$ cat src/rtl/stcl_pkg.sv
`timescale 1ns / 1ps
// ----------------------------------------------------------------------------
// Sorted table cursor lookup: shared package
// Default sizes, opcode and status codes, result kinds, and the command and
// status structs that join the controller to the datapath.
// ----------------------------------------------------------------------------
package stcl_pkg;

  // Default sizes for the top level parameters.
  localparam int TableDepthDef = 64;
  localparam int CoordBitsDef  = 8;

  // Input opcodes (carried on the slave tuser).
  localparam logic [1:0] OP_APPEND = 2'd0;
  localparam logic [1:0] OP_CLEAR  = 2'd1;
  localparam logic [1:0] OP_LOOKUP = 2'd2;
  localparam logic [1:0] OP_NONE   = 2'd3;

  // Result status codes (carried on the master tuser).
  localparam logic [1:0] ST_OK    = 2'd0;
  localparam logic [1:0] ST_MISS  = 2'd1;
  localparam logic [1:0] ST_FULL  = 2'd2;
  localparam logic [1:0] ST_ORDER = 2'd3;

  // Which result the datapath loads into its output register.
  typedef logic [2:0] res_kind_t;
  localparam res_kind_t RES_APPEND    = 3'd0;
  localparam res_kind_t RES_CLEAR     = 3'd1;
  localparam res_kind_t RES_FULL      = 3'd2;
  localparam res_kind_t RES_ORDER     = 3'd3;
  localparam res_kind_t RES_PEND      = 3'd4;
  localparam res_kind_t RES_PEND_LAST = 3'd5;
  localparam res_kind_t RES_MISS      = 3'd6;

  // Commands from the controller to the datapath.
  typedef struct packed {
    logic      latch_in;   // capture the accepted item
    logic      clamp;      // pull the cursor back inside the table
    logic      cur_dec;    // cursor minus one
    logic      cur_inc;    // cursor plus one
    logic      rd_en;      // read the table
    logic      rd_prev;    // read at cursor minus one instead of cursor
    logic      append_wr;  // store the item at the end of the table
    logic      clear;      // empty the table
    logic      pend_load;  // hold the entry just read as the pending match
    logic      pend_clear; // drop the pending match
    logic      out_load;   // load the output register
    res_kind_t out_kind;   // what to load
  } dp_cmd_t;

  // Status from the datapath to the controller.
  typedef struct packed {
    logic [1:0] op;            // opcode of the captured item
    logic       cur_zero;      // cursor at the first position
    logic       cur_at_end;    // cursor equals the entry count
    logic       cur_below_end; // cursor below the entry count
    logic       key_gt;        // entry read is above the query
    logic       key_le;        // entry read is at or below the query
    logic       key_eq;        // entry read equals the query
    logic       pend_valid;    // a match waits to be sent
    logic       out_free;      // output register can take an item
    logic       tbl_full;      // no room for another entry
    logic       key_order;     // query key below the last stored key
  } dp_stat_t;

endpackage

$ cat src/rtl/sorted_table_cursor_lookup_unit.sv
`timescale 1ns / 1ps
// An append or clear result is loaded into the output register from the response state,
// once that register is free. A lookup's final result follows its table reads, each a
// registered read and then a compare, and waits while the output is stalled.
// The block takes one item at a time: the next item is taken once the controller is idle,
// while the last result may still wait.
// Reset (rst, synchronous, active high) empties the table and sets the cursor to 0.
// ----------------------------------------------------------------------------
// Sorted table cursor lookup unit
// Keeps entries in ascending key order, appends them, and looks up keys
// with a cursor that starts where the previous lookup ended.
// ----------------------------------------------------------------------------
module sorted_table_cursor_lookup_unit #(
  parameter int TABLE_DEPTH = stcl_pkg::TableDepthDef,
  parameter int COORD_BITS  = stcl_pkg::CoordBitsDef,
  localparam int IDX_W      = $clog2(TABLE_DEPTH),
  localparam int IN_DW      = ((3 * COORD_BITS + 16 + 7) / 8) * 8,
  localparam int OUT_DW     = ((IDX_W + 16 + 7) / 8) * 8
) (
  input  logic              clk,
  input  logic              rst,
  input  logic              s_axis_tvalid,
  output logic              s_axis_tready,
  // key_east, key_north, key_above, entry_tag, zero fill
  input  logic [IN_DW-1:0]  s_axis_tdata,
  // opcode
  input  logic [1:0]        s_axis_tuser,
  output logic              m_axis_tvalid,
  input  logic              m_axis_tready,
  // match_index, match_tag, zero fill
  output logic [OUT_DW-1:0] m_axis_tdata,
  // status
  output logic [1:0]        m_axis_tuser,
  output logic              m_axis_tlast
);

  localparam int C = COORD_BITS;

  stcl_pkg::dp_cmd_t  cmd;
  stcl_pkg::dp_stat_t stat;
  logic [IDX_W-1:0]   out_index;
  logic [15:0]        out_tag;

  stcl_ctrl u_ctrl (
    .clk      (clk),
    .rst      (rst),
    .in_valid (s_axis_tvalid),
    .in_op    (s_axis_tuser),
    .in_ready (s_axis_tready),
    .stat     (stat),
    .cmd      (cmd)
  );

  stcl_datapath #(
    .TABLE_DEPTH (TABLE_DEPTH),
    .COORD_BITS  (COORD_BITS)
  ) u_datapath (
    .clk        (clk),
    .rst        (rst),
    .cmd        (cmd),
    .stat       (stat),
    .in_op      (s_axis_tuser),
    .in_east    (s_axis_tdata[C-1:0]),
    .in_north   (s_axis_tdata[2*C-1:C]),
    .in_above   (s_axis_tdata[3*C-1:2*C]),
    .in_tag     (s_axis_tdata[3*C+15:3*C]),
    .out_ready  (m_axis_tready),
    .out_valid  (m_axis_tvalid),
    .out_status (m_axis_tuser),
    .out_index  (out_index),
    .out_tag    (out_tag),
    .out_last   (m_axis_tlast)
  );

  // Pack the result fields, index in the low bits.
  assign m_axis_tdata = OUT_DW'({out_tag, out_index});

endmodule

$ cat src/rtl/stcl_datapath.sv
`timescale 1ns / 1ps
// ----------------------------------------------------------------------------
// Sorted table cursor lookup: datapath
// Table memory, entry count, cursor, query registers, pending match and the
// output register. Acts only on commands from the controller.
// ----------------------------------------------------------------------------
module stcl_datapath #(
  parameter int TABLE_DEPTH = stcl_pkg::TableDepthDef,
  parameter int COORD_BITS  = stcl_pkg::CoordBitsDef
) (
  input  logic                           clk,
  input  logic                           rst,
  input  stcl_pkg::dp_cmd_t              cmd,
  output stcl_pkg::dp_stat_t             stat,
  input  logic [1:0]                     in_op,
  input  logic [COORD_BITS-1:0]          in_east,
  input  logic [COORD_BITS-1:0]          in_north,
  input  logic [COORD_BITS-1:0]          in_above,
  input  logic [15:0]                    in_tag,
  input  logic                           out_ready,
  output logic                           out_valid,
  output logic [1:0]                     out_status,
  output logic [$clog2(TABLE_DEPTH)-1:0] out_index,
  output logic [15:0]                    out_tag,
  output logic                           out_last
);

  localparam int IDX_W = $clog2(TABLE_DEPTH);
  localparam int CNT_W = $clog2(TABLE_DEPTH + 1);
  localparam int KEY_W = 3 * COORD_BITS;

  // Table storage.
  logic [KEY_W-1:0] key_mem [TABLE_DEPTH];
  logic [15:0]      tag_mem [TABLE_DEPTH];
  logic [KEY_W-1:0] rd_key;
  logic [15:0]      rd_tag;

  // Captured item.
  logic [1:0]       op;
  logic [KEY_W-1:0] query;
  logic [15:0]      tag_in;

  // Table bookkeeping.
  logic [CNT_W-1:0] count;
  logic [CNT_W-1:0] cursor;
  logic [CNT_W-1:0] cursor_m1;
  logic [KEY_W-1:0] last_key;
  logic [IDX_W-1:0] rd_addr;

  // Pending match.
  logic             pend_valid;
  logic [IDX_W-1:0] pend_idx;
  logic [15:0]      pend_tag;

  assign cursor_m1 = cursor - CNT_W'(1);
  assign rd_addr   = cmd.rd_prev ? cursor_m1[IDX_W-1:0] : cursor[IDX_W-1:0];

  // Capture the item on acceptance.
  always_ff @(posedge clk) begin
    if (cmd.latch_in) begin
      op     <= in_op;
      query  <= {in_above, in_north, in_east};
      tag_in <= in_tag;
    end
  end

  // Table memory: one write port at the end of the table, one registered read.
  always_ff @(posedge clk) begin
    if (cmd.append_wr) begin
      key_mem[count[IDX_W-1:0]] <= query;
      tag_mem[count[IDX_W-1:0]] <= tag_in;
    end
    if (cmd.rd_en) begin
      rd_key <= key_mem[rd_addr];
      rd_tag <= tag_mem[rd_addr];
    end
  end

  // The last stored key, for the order check on appends.
  always_ff @(posedge clk) begin
    if (cmd.append_wr) begin
      last_key <= query;
    end
  end

  // Entry count.
  always_ff @(posedge clk) begin
    if (rst) begin
      count <= '0;
    end else if (cmd.clear) begin
      count <= '0;
    end else if (cmd.append_wr) begin
      count <= count + CNT_W'(1);
    end
  end

  // Cursor; it follows an append when it sits at the end.
  always_ff @(posedge clk) begin
    if (rst) begin
      cursor <= '0;
    end else if (cmd.clear) begin
      cursor <= '0;
    end else if (cmd.clamp) begin
      if (cursor > count) begin
        cursor <= count;
      end
    end else if (cmd.cur_dec) begin
      cursor <= cursor_m1;
    end else if (cmd.cur_inc) begin
      cursor <= cursor + CNT_W'(1);
    end else if (cmd.append_wr && cursor == count) begin
      cursor <= count + CNT_W'(1);
    end
  end

  // Pending match: the entry just read, held until the next read says
  // whether it is the final result.
  always_ff @(posedge clk) begin
    if (rst) begin
      pend_valid <= 1'b0;
    end else if (cmd.pend_load) begin
      pend_valid <= 1'b1;
    end else if (cmd.pend_clear) begin
      pend_valid <= 1'b0;
    end
  end

  always_ff @(posedge clk) begin
    if (cmd.pend_load) begin
      pend_idx <= cursor[IDX_W-1:0];
      pend_tag <= rd_tag;
    end
  end

  // Output register.
  always_ff @(posedge clk) begin
    if (rst) begin
      out_valid <= 1'b0;
    end else if (cmd.out_load) begin
      out_valid <= 1'b1;
    end else if (out_ready) begin
      out_valid <= 1'b0;
    end
  end

  always_ff @(posedge clk) begin
    if (cmd.out_load) begin
      unique case (cmd.out_kind) inside
        stcl_pkg::RES_APPEND: begin
          out_status <= stcl_pkg::ST_OK;
          out_index  <= count[IDX_W-1:0];
          out_tag    <= tag_in;
          out_last   <= 1'b1;
        end
        stcl_pkg::RES_PEND, stcl_pkg::RES_PEND_LAST: begin
          out_status <= stcl_pkg::ST_OK;
          out_index  <= pend_idx;
          out_tag    <= pend_tag;
          out_last   <= (cmd.out_kind == stcl_pkg::RES_PEND_LAST);
        end
        stcl_pkg::RES_FULL: begin
          out_status <= stcl_pkg::ST_FULL;
          out_index  <= '0;
          out_tag    <= '0;
          out_last   <= 1'b1;
        end
        stcl_pkg::RES_ORDER: begin
          out_status <= stcl_pkg::ST_ORDER;
          out_index  <= '0;
          out_tag    <= '0;
          out_last   <= 1'b1;
        end
        stcl_pkg::RES_MISS: begin
          out_status <= stcl_pkg::ST_MISS;
          out_index  <= '0;
          out_tag    <= '0;
          out_last   <= 1'b1;
        end
        default: begin
          out_status <= stcl_pkg::ST_OK;
          out_index  <= '0;
          out_tag    <= '0;
          out_last   <= 1'b1;
        end
      endcase
    end
  end

  // Status back to the controller.
  always_comb begin
    stat.op            = op;
    stat.cur_zero      = (cursor == '0);
    stat.cur_at_end    = (cursor == count);
    stat.cur_below_end = (cursor < count);
    stat.key_gt        = (rd_key > query);
    stat.key_le        = (rd_key <= query);
    stat.key_eq        = (rd_key == query);
    stat.pend_valid    = pend_valid;
    stat.out_free      = !out_valid || out_ready;
    stat.tbl_full      = (count >= CNT_W'(TABLE_DEPTH));
    stat.key_order     = (count != '0) && (query < last_key);
  end

endmodule

$ cat src/rtl/stcl_ctrl.sv
`timescale 1ns / 1ps
// ----------------------------------------------------------------------------
// Sorted table cursor lookup: controller
// State machine that sequences appends, clears and the three cursor walks of
// a lookup; a check state issues each table read, a compare state judges it.
// ----------------------------------------------------------------------------
module stcl_ctrl (
  input  logic               clk,
  input  logic               rst,
  input  logic               in_valid,
  input  logic [1:0]         in_op,
  output logic               in_ready,
  input  stcl_pkg::dp_stat_t stat,
  output stcl_pkg::dp_cmd_t  cmd
);

  localparam logic [3:0] S_IDLE     = 4'd0;
  localparam logic [3:0] S_RESP     = 4'd1;
  localparam logic [3:0] S_BACK_CHK = 4'd2;
  localparam logic [3:0] S_BACK_CMP = 4'd3;
  localparam logic [3:0] S_FWD_CHK  = 4'd4;
  localparam logic [3:0] S_FWD_CMP  = 4'd5;
  localparam logic [3:0] S_COL_CHK  = 4'd6;
  localparam logic [3:0] S_COL_CMP  = 4'd7;
  localparam logic [3:0] S_FINISH   = 4'd8;

  logic [3:0] state;
  logic [3:0] state_next;

  always_ff @(posedge clk) begin
    if (rst) begin
      state <= S_IDLE;
    end else begin
      state <= state_next;
    end
  end

  assign in_ready = (state == S_IDLE);

  // Next state and datapath commands.
  always_comb begin
    state_next = state;
    cmd        = '0;
    unique case (state)
      S_IDLE: begin
        if (in_valid) begin
          cmd.latch_in = 1'b1;
          unique case (in_op) inside
            stcl_pkg::OP_APPEND, stcl_pkg::OP_CLEAR: begin
              state_next = S_RESP;
            end
            stcl_pkg::OP_LOOKUP: begin
              cmd.clamp  = 1'b1;
              state_next = S_BACK_CHK;
            end
            default: begin
              state_next = S_IDLE;
            end
          endcase
        end
      end
      // Append or clear: one result, state updated as it is loaded.
      S_RESP: begin
        if (stat.out_free) begin
          cmd.out_load = 1'b1;
          state_next   = S_IDLE;
          if (stat.op == stcl_pkg::OP_CLEAR) begin
            cmd.out_kind = stcl_pkg::RES_CLEAR;
            cmd.clear    = 1'b1;
          end else if (stat.tbl_full) begin
            cmd.out_kind = stcl_pkg::RES_FULL;
          end else if (stat.key_order) begin
            cmd.out_kind = stcl_pkg::RES_ORDER;
          end else begin
            cmd.out_kind  = stcl_pkg::RES_APPEND;
            cmd.append_wr = 1'b1;
          end
        end
      end
      // Walk back while at the end or the entry is above the query.
      S_BACK_CHK: begin
        if (stat.cur_zero) begin
          state_next = S_FWD_CHK;
        end else if (stat.cur_at_end) begin
          cmd.cur_dec = 1'b1;
        end else begin
          cmd.rd_en  = 1'b1;
          state_next = S_BACK_CMP;
        end
      end
      S_BACK_CMP: begin
        if (stat.key_gt) begin
          cmd.cur_dec = 1'b1;
          state_next  = S_BACK_CHK;
        end else begin
          state_next = S_FWD_CHK;
        end
      end
      // Walk forward past entries at or below the query.
      S_FWD_CHK: begin
        if (stat.cur_below_end) begin
          cmd.rd_en  = 1'b1;
          state_next = S_FWD_CMP;
        end else begin
          state_next = S_COL_CHK;
        end
      end
      S_FWD_CMP: begin
        if (stat.key_le) begin
          cmd.cur_inc = 1'b1;
          state_next  = S_FWD_CHK;
        end else begin
          state_next = S_COL_CHK;
        end
      end
      // Step back over equal entries, sending the previous match each time one is pending.
      S_COL_CHK: begin
        if (stat.cur_zero) begin
          state_next = S_FINISH;
        end else begin
          cmd.rd_en   = 1'b1;
          cmd.rd_prev = 1'b1;
          cmd.cur_dec = 1'b1;
          state_next  = S_COL_CMP;
        end
      end
      S_COL_CMP: begin
        if (!stat.key_eq) begin
          state_next = S_FINISH;
        end else if (!stat.pend_valid) begin
          cmd.pend_load = 1'b1;
          state_next    = S_COL_CHK;
        end else if (stat.out_free) begin
          cmd.out_load  = 1'b1;
          cmd.out_kind  = stcl_pkg::RES_PEND;
          cmd.pend_load = 1'b1;
          state_next    = S_COL_CHK;
        end
      end
      // Send the final match, or a miss.
      S_FINISH: begin
        if (stat.out_free) begin
          cmd.out_load   = 1'b1;
          cmd.out_kind   = stat.pend_valid ? stcl_pkg::RES_PEND_LAST : stcl_pkg::RES_MISS;
          cmd.pend_clear = 1'b1;
          state_next     = S_IDLE;
        end
      end
      default: begin
        state_next = S_IDLE;
      end
    endcase
  end

endmodule

$ cat config.mk
export PLATFORM = sky130hd
export DESIGN_NAME = sorted_table_cursor_lookup_unit
export DESIGN_NICKNAME = d
export VERILOG_FILES = /design/src/rtl/stcl_pkg.sv /design/src/rtl/sorted_table_cursor_lookup_unit.sv /design/src/rtl/stcl_datapath.sv /design/src/rtl/stcl_ctrl.sv
export SDC_FILE = /design/constraint.sdc
export NUM_CORES = 2
export LEC_CHECK = 0
export ABC_AREA = 1
export BUFFER_PORTS_ARGS = -buffer_cell sky130_fd_sc_hd__buf_4
export CAP_MARGIN = 20
export CORE_UTILIZATION = 50
export CTS_CLUSTER_DIAMETER = 200
export CTS_CLUSTER_SIZE = 40
export DETAILED_ROUTE_END_ITERATION = 12
export PLACE_DENSITY_LB_ADDON = 0.1
export REMOVE_ABC_BUFFERS = 1
export SYNTH_ARGS = -nofsm -noshare
export SYNTH_HDL_FRONTEND = slang
export SYNTH_HIERARCHICAL = 1
export SYNTH_SLANG_ARGS = --single-unit
$ cat constraint.sdc
create_clock -name clk -period 8 [get_ports clk]
set_input_delay 0 -clock clk [delete_from_list [all_inputs] [get_ports clk]]
set_output_delay 0 -clock clk [all_outputs]
set_load 0.1 [all_outputs]
==> reports/results.ini <==
[setup_path]
cp_top_family = simple AND/OR/NAND/NOR gates
crit_chain = buf_4 > ha_1 > nand2_1 > o21ai_0 > a21oi_1 > o21ai_0 > a21oi_1 > or2_2 > nor3_4 > buf_4 > inv_1 > nor2_1 > nand2_1 > nor2_4 > buf_4
slowest_delay_ns = 1.08
end_kind = flop
critPathKind = reg -> reg
critPathBufInv = 4
crit_fanout = 67
critPathLaunchType = flop
crit_arrival_ns = 6.63
cp.required_ns = 8.48
crit_path_frequent_cell = buf_4
crit_slowest_cell = nor2_4

[clock_network]
cts_resized = 0
cts_tree = yes
cts.path.max_buffers = 3
clock-sinks = 2733
htree_levels = 3
cts_made_buffers = 78
worstSkewPairLatency_ns = 0.82
path_clk_slew_ns = 0.16
cts_setup_buffers = 0
hold_buffers = 88
cts-root-buf = clkbuf_16

[cells_and_area]
layout_common_cells = nand3_1, edfxtp_1, nand2_1
nets = 11477
syn2layout_area_growth_pct = 6.07
fin_cells = 14578
final_common_cell = nand3_1
design_area_mm2 = 0.127
drive_gt1_share_pct = 4.26

[placement]
port_buffers = 72
place_area_mm2 = 0.124
dp.cells = 14371
place_congestion = 0.873
dp_hpwl_um = 190000

[timing]
slew_headroom_pct = 24.8
whs_ns = 0.0753
finClkSkew_ns = 0.0611
fin_crit_ns = 6.15
hold_viol = 0
fin_crit_sh_pct = 76.9
finalMaxSlewViolations = 0
tightest_slew_ns = 1.13
setup_viol = 0
fmax_mhz = 163
rsz0062_at_grt = false

[floorplan]
initial_core_util_pct = 50.4
die_w_um = 492
die_area_mm2 = 0.242
chipHeight_um = 492
io_pins = 75
rows = 179
coreArea_mm2 = 0.238

[pwr]
intPower_mw = 22.4
swShare_pct = 39.6
p_comb_share_pct = 37.0
power_density_mw_per_mm2 = 292
p_clk_share_pct = 16.2
ir_drop_mv = 0.326
power_frac_seq_pct = 46.8
power_switching_mw = 14.7
leakage_nw = 53.0

[detailed_routing]
num_vias = 80413
drc = 0
wl_per_cell_um = 24.3
highest_layer = met5
wl_met3_um = 30300
vias_per_cell = 5.52
drt-initial-drc-count = 10225
wl_met2_um = 167000
wl_um = 354000
wirelength_met1_um = 146000
dr.pass1.iters = 9
ant_nets = 0

[yosys]
ys_dominant_reg_cell = edfxtp_1
synthArstFlopShare_pct = 0
netlist_instances = 11517
syn_area_mm2 = 0.120
yosysWarnings = 6
ys_seq_elements = 2733
ys_types = 41
avgSynthCellArea_um2 = 10.4
synth-edff-count = 2713
yosysSeqAreaShare_pct = 68.2

[hold_path]
worstHoldPathType = in -> reg

[grt]
grt_pass1_vias = 76381
grt.overflow.total = 0
grtUsageTotal_pct = 28.9
antenna_found_initial = 23
grt_pass1_wl_um = 513000
grt_max_degree = 124

[status]
outcome = complete, no violations

[flow_run]
maxCapViolCount = 0

final cells by class:
cell class	count	area (µm²)
flip-flops and latches	2733	81900
inverters	2482	9330
repair buffers	379	3520
well taps	3167	3960
diodes	7	17.5
multi-input cells	5699	26400
clock inverters	1	30.0
fillers	20865	111000
clock buffers	110	2140
worst paths after layout:
kind / start / cells after the start / to / slack, ns
worst max register to register: u_datapath/query[11]$_DFFE_PP_ / 15 / u_datapath/tag_mem[4][1]$_DFFE_PP_ / 1.85
worst min-delay path: s_axis_tdata[10] / 2 / u_datapath/query[10]$_DFFE_PP_ / 0.08
worst max-delay path: u_datapath/query[11]$_DFFE_PP_ / 15 / u_datapath/tag_mem[4][1]$_DFFE_PP_ / 1.85
worst min register to register: u_datapath/rd_tag[4]$_DFFE_PP_ / 0 / u_datapath/pend_tag[4]$_DFFE_PP_ / 0.44
per-layer routing:
| metal | vias to the layer above | track usage, % |
|---|---|---|
| li1 | 36993 | - |
| met1 | 39527 | 40.0 |
| met2 | 3452 | 47.5 |
| met3 | 439 | 4.03 |
| met4 | 2 | 8.69 |
| met5 | - | 0 |
stage by stage:
stage	TNS (ns)	total power, mW	util [%]	setup WS (ns)
2_1_floorplan	-2108.21	27.8	-	-50.08
3_5_place_dp	0	31.3	52.1	2.03
4_1_cts	0	37.1	53.4	1.98
3_3_place_gp	0	31.2	52.1	2.02
6_report	0	37.2	53.4	1.85
5_1_grt	0	38.7	53.4	1.62
kinds of logic (layout without fill, tap and decap cells):
| logic type | Yosys count | count (layout) | synth area share (%) |
|---|---|---|---|
| buffers and inverters | 3086 | 2972 | 10.3 |
| flip-flops | 2733 | 2733 | 68.2 |
| other | 1 | 9 | 0.00312 |
| adder cells (fa/ha/maj) | 58 | 58 | 0.605 |
| AND/OR/NAND/NOR | 5529 | 5529 | 20.4 |
| XOR/XNOR | 7 | 7 | 0.0511 |
| AO/OA/AOI/OAI | 103 | 103 | 0.467 |
power groups by stage:
| stage | registers, mW | clock network, mW | logic [mW] |
|---|---|---|---|
| after floorplan | 18.5 | 0 | 9.35 |
| after global placement | 17.7 | 0 | 13.5 |
| after detailed placement | 17.7 | 0 | 13.5 |
| after CTS | 17.4 | 6.12 | 13.6 |
| after global routing | 17.4 | 6.49 | 14.8 |
| final | 17.4 | 6.02 | 13.7 |
synth_stat cells (3+ instances only):
cell	number	area share [%]
nor4_1	7	0.036
o21ai_1	4	0.017
nand2_1	2614	8.2
nor2_4	4	0.038
buf_4	52	0.33
nor2_1	106	0.33
o211ai_1	6	0.038
o21ai_0	37	0.15
inv_1	2469	7.7
o22ai_1	3	0.016
nand2_2	7	0.036
nor2_2	4	0.021
buf_2	422	1.8
clkbuf_1	108	0.34
ha_1	58	0.60
xor2_1	6	0.044
nand4_1	6	0.031
a21oi_1	42	0.18
nand3b_1	42	0.26
nor3_1	4	0.017
nand3_2	3	0.025
buf_1	20	0.063
dfxtp_1	20	0.33
inv_2	11	0.034
a31oi_1	4	0.021
edfxtp_1	2713	68
nand3_1	2726	11
flip-flops by register name, summed over array words and instances (netlist names):
register,flops
u_datapath/key_mem,1536
u_datapath/tag_mem,1024
u_datapath/last_key,24
u_datapath/query,24
u_datapath/rd_key,24
u_datapath/out_tag,16
u_datapath/pend_tag,16
u_datapath/rd_tag,16
u_datapath/tag_in,16
u_datapath/count,7
u_datapath/cursor,7
u_datapath/out_index,6
u_datapath/pend_idx,6
u_ctrl/state,4
u_datapath/op,2
u_datapath/out_status,2
u_datapath/out_last,1
u_datapath/out_valid,1
u_datapath/pend_valid,1
Note: power is estimated with default switching activity, not from simulation.
